### src/hdl/hcbp_pkg.sv
package hcbp_pkg;

    localparam int SYMBOLS_DEF      = 256;
    localparam int MAX_CODE_LEN_DEF = 29;

    localparam int FUNC_W   = 2;
    localparam int SYM_W    = 8;
    localparam int WORD_W   = 29;
    localparam int LEN_W    = 5;
    localparam int BYTE_W   = 8;
    localparam int TOTAL_W  = 32;
    localparam int PEND_W   = 3;

    // pending bits (up to 7) plus the longest code (up to 31), rounded to whole bytes
    localparam int ACC_W    = 40;
    localparam int ACC_SH_W = $clog2(ACC_W + 1);
    localparam int SUM_W    = 6;
    localparam int MAX_BYTES = 4;
    localparam int CNT_W    = $clog2(MAX_BYTES + 1);
    localparam int IDX_W    = $clog2(MAX_BYTES);

    localparam logic [FUNC_W-1:0] FUNC_LOAD   = 2'd0;
    localparam logic [FUNC_W-1:0] FUNC_ENCODE = 2'd1;
    localparam logic [FUNC_W-1:0] FUNC_FLUSH  = 2'd2;

    typedef struct packed {
        logic [MAX_BYTES-1:0][BYTE_W-1:0] bytes;
        logic [CNT_W-1:0]                 count;
        logic [TOTAL_W-1:0]               total;
    } res_group_t;

endpackage

### src/hdl/hcbp_ifs.sv


interface hcbp_out_if;
    import hcbp_pkg::*;

    logic               valid;
    logic               ready;
    logic [BYTE_W-1:0]  out_byte;
    logic               last;
    logic [TOTAL_W-1:0] total_bits;

    modport source (output valid, output out_byte, output last, output total_bits,
                    input ready);
    modport sink   (input valid, input out_byte, input last, input total_bits,
                    output ready);
endinterface

### src/hdl/hcbp_out_buf.sv
module hcbp_out_buf (
    input  logic                 clk,
    input  logic                 rst_n,
    input  logic                 grp_load,
    input  hcbp_pkg::res_group_t grp,
    output logic                 res_free,
    hcbp_out_if.source           res
);
    import hcbp_pkg::*;

    logic             res_valid_reg;
    res_group_t       res_grp_reg;
    logic [IDX_W-1:0] res_idx_reg;
    logic             is_last;
    logic             take_out;

    assign is_last  = ({1'b0, res_idx_reg} == res_grp_reg.count - CNT_W'(1));
    assign take_out = res_valid_reg && res.ready;
    assign res_free = !res_valid_reg || (take_out && is_last);

    assign res.valid      = res_valid_reg;
    assign res.out_byte   = res_grp_reg.bytes[res_idx_reg];
    assign res.last       = is_last;
    assign res.total_bits = res_grp_reg.total;

    always_ff @(posedge clk or negedge rst_n)
    begin
        if (!rst_n)
        begin
            res_valid_reg <= 1'b0;
            res_idx_reg   <= '0;
        end
        else if (grp_load)
        begin
            res_valid_reg <= 1'b1;
            res_idx_reg   <= '0;
        end
        else if (take_out)
        begin
            if (is_last)
            begin
                res_valid_reg <= 1'b0;
            end
            else
            begin
                res_idx_reg <= res_idx_reg + IDX_W'(1);
            end
        end
    end

    always_ff @(posedge clk)
    begin
        if (grp_load)
        begin
            res_grp_reg <= grp;
        end
    end

`ifndef SYNTH
    a_idx_range: assert property (@(posedge clk) disable iff (!rst_n)
        res_valid_reg |-> ({1'b0, res_idx_reg} < res_grp_reg.count))
        else $error("byte index beyond result group");
`endif

endmodule

### src/flat_wrapper.sv
// flat-port wrapper written by rule: the top's interface ports become plain ports
module hcbp_out_buf_flat import hcbp_pkg::*;
  (clk, rst_n, grp_load, grp, res_free, res_valid, res_out_byte, res_last, res_total_bits, res_ready);
  hcbp_out_if res_i ();
  input  logic clk;
  input  logic rst_n;
  input  logic grp_load;
  input  hcbp_pkg::res_group_t grp;
  output logic res_free;
  output wire logic [$bits(res_i.valid)-1:0] res_valid;
  output wire logic [$bits(res_i.out_byte)-1:0] res_out_byte;
  output wire logic [$bits(res_i.last)-1:0] res_last;
  output wire logic [$bits(res_i.total_bits)-1:0] res_total_bits;
  input wire logic [$bits(res_i.ready)-1:0] res_ready;
  assign res_valid = res_i.valid;
  assign res_out_byte = res_i.out_byte;
  assign res_last = res_i.last;
  assign res_total_bits = res_i.total_bits;
  assign res_i.ready = res_ready;
  hcbp_out_buf u_core (.clk(clk), .rst_n(rst_n), .grp_load(grp_load), .grp(grp), .res_free(res_free), .res(res_i));
endmodule
### config.mk
export PLATFORM = sky130hd
export DESIGN_NAME = hcbp_out_buf_flat
export DESIGN_NICKNAME = d
export VERILOG_FILES = /design/src/hdl/hcbp_pkg.sv /design/src/hdl/hcbp_ifs.sv /design/src/hdl/hcbp_out_buf.sv /design/src/flat_wrapper.sv
export SDC_FILE = /design/constraint.sdc
export NUM_CORES = 1
export LEC_CHECK = 0
export BUFFER_PORTS_ARGS = -buffer_cell sky130_fd_sc_hd__buf_2
export CAP_MARGIN = 30
export CORE_MARGIN = 8
export CORE_UTILIZATION = 45
export CTS_CLUSTER_SIZE = 25
export DETAILED_ROUTE_END_ITERATION = 7
export PLACE_DENSITY = 0.76
export REMOVE_ABC_BUFFERS = 1
export SLEW_MARGIN = 10
export SYNTH_ARGS = -nofsm -noshare
export SYNTH_HDL_FRONTEND = slang
export SYNTH_SLANG_ARGS = --single-unit
### constraint.sdc
create_clock -name clk -period 2.2 [get_ports clk]
set_input_delay 0.44 -clock clk [delete_from_list [all_inputs] [get_ports clk]]
set_output_delay 0.44 -clock clk [all_outputs]
set_load 0.01 [all_outputs]
==> run summary <==
placed cell count = 293
DRC Markers = 0
Avg WL per Cell = 16.8 um
P_leak = 1.41 nW
Ports = 114
Placer Congestion = 0.727
max FFs per register = 35
Worst Path Required = 1760 ps
Total GRT Usage = 12.2%
CP top delay family = flip-flops
total grt overflow = 0
H-tree levels = 3
CTS Buffer Depth = 2
worst rel slew slack = 68.9%
commonest non-fill, non-tap cell in the layout = buf_2
Max stage delay cell, worst path = edfxtp_1
Die Y = 93.4 um
Port Buffers = 113
library cells used by synthesis = 25
met2 Use GR = 21.0%
worst path bufs/invs = 2
critical path class = flip-flop to primary output
antenna cells = 0
share of layout cells above drive strength 1 = 60.6%
post-synthesis sequential area ratio = 77.4%
Nets = 303
worst-margin pin slew = 466 ps
root buf cell = clkbuf_8
TNS Setup = 0 ps
vias = 1446
power density over cell area = 979 nW/um2
CP Max Fanout = 6
Fin. Hold Viols = 0
Final ANT Viol Nets = 0
CP cell instances = inv_2, ha_4, xor2_4, nand4_1, nand2_1, buf_2
HP Class = input port to flip-flop
Most Crowded Layer GR = met2
WP data arrival = 1600 ps
Post-synth top flop = edfxtp_1
Post-Layout Cell Count = 311
first-pass GRT wire length = 7.98 mm
CTS tree = built
maximum vdd drop = 0.000519 V
outcome = completed
vias in the first global route = 1583
most frequent cells in the layout = 113 x buf_2, 67 x edfxtp_1, 9 x clkbuf_8
drt initial violations = 67
clk_lat worst skew = 330 ps
Avg Cell Area, Syn = 20.0 um2
CTS Sinks = 70
dpl cell area = 3140 um2
fin util = 58.3%
core area = 5850 um2
register bit count reported by yosys = 70
met3 Use GR = 8.01%
Routed WL = 5.24 mm
Final Critical Period = 2040 ps
nature of the critical path endpoint = primary output
grt met1 use = 12.2%
clk_skew = 0.725 ps
Cells after Synth = 135
# rows = 28
via density per instance = 4.65
Initial Util = 46.1%
Hold WS = 280 ps
Slew Limit Fails = 0
fmax = 490 MHz
Reg clk slew, reported paths = 70 ps
Detailed Place HPWL = 4.00 mm
number of synthesized flops with an enable pin = 67
Critical Path Max Stage Delay = 390 ps
TritonCTS buffer count = 9
die area = 8720 um2
initial antenna violation count = 0
post-route cell area = 3410 um2
area grow syn2layout = 26.5%
async set-reset flop share out of synthesis = 4.29%
setup violators final = 0
largest net degree at the start of global routing = 39
Ys Warns = 0
Initial DRT Pass Iterations = 4
RSZ-0062 raised after global routing = false
die width = 93.4 um
CP Launch Type = flip-flop
max_cap viols = 0
mapped cell area = 2700 um2
period utilization = 92.8%
## area by class of cell
cell class	count	area, um2
Timing Repair Buffer	119	626
Multi-Input combinational cell	29	384
Clock buffer	9	124
Tap cell	75	93.8
Sequential cell	70	2090
Inverter	2	7.51
Clock inverter	7	88.8
Fill cell	468	2440
## cell usage after synthesis, types with 2 or more instances
| cell | instances | share of area [%] |
|---|---|---|
| nand4_1 | 2 | 0.46 |
| mux4_1 | 2 | 1.9 |
| xor2_1 | 2 | 0.65 |
| inv_1 | 2 | 0.28 |
| nor2b_1 | 2 | 0.46 |
| edfxtp_1 | 67 | 75 |
| nand2_1 | 2 | 0.28 |
| buf_4 | 32 | 8.9 |
| mux4_2 | 6 | 5.0 |
| dfrtp_1 | 3 | 2.8 |
## routing by layer
metal,routed length (um),share of wire (%)
met2,2660,51
met5,0,0
met4,36,0.69
met1,1890,36
met3,649,12
## timing repair
item,CTS,global route
buffers inserted,0,1
endpoints found under the hold margin,3,0
pin swaps,0,2
hold buffers,1,0
setup endpoints to repair,1,2
resized for setup,1,4
## through the flow
stage	power (mW)	setup WS, ps
detailed placement	2.26	329
floorplan	1.95	449
global placement	2.24	398
CTS	3.35	18.2
global route	3.49	0.192
finish	3.34	157
## path summary, 6_finish.rpt
path                                                        from                                 to  slack [ps]  cells past startpoint
worst min-delay path                                     grp[34]   u_core.res_grp_reg[34]$_DFFE_PP_         280                      1
worst max-delay path            u_core.res_grp_reg[32]$_DFFE_PP_                           res_free         160                      6
worst min register to register      u_core.res.valid$_DFFE_PN0P_       u_core.res.valid$_DFFE_PN0P_         560                      1
min in group asynchronous                                  rst_n  u_core.res_idx_reg[0]$_DFFE_PN0P_         450                      2
worst max register to register  u_core.res_grp_reg[32]$_DFFE_PP_  u_core.res_idx_reg[0]$_DFFE_PN0P_         590                      5
max in group asynchronous                                  rst_n       u_core.res.valid$_DFFE_PN0P_        1640                      2
## where the power goes
group          switching [mW]  internal, mW  leakage [nW]
sequential             0.0539          1.59         0.691
clock                   0.447         0.630         0.104
combinational           0.290         0.330         0.615
total                   0.792          2.55          1.41
## kinds of logic (layout without fill, tap and decap cells)
logic type / count (synthesis) / after routing / synth area share (%)
simple gates: 12 / 12 / 2.83
xor+xnor: 3 / 3 / 0.975
fa+ha+maj: 1 / 1 / 0.464
buf+inv: 36 / 137 / 9.79
mux: 8 / 8 / 6.96
flops: 70 / 70 / 77.4
compound gates: 5 / 5 / 1.58
(Power assumes the default switching activity.)
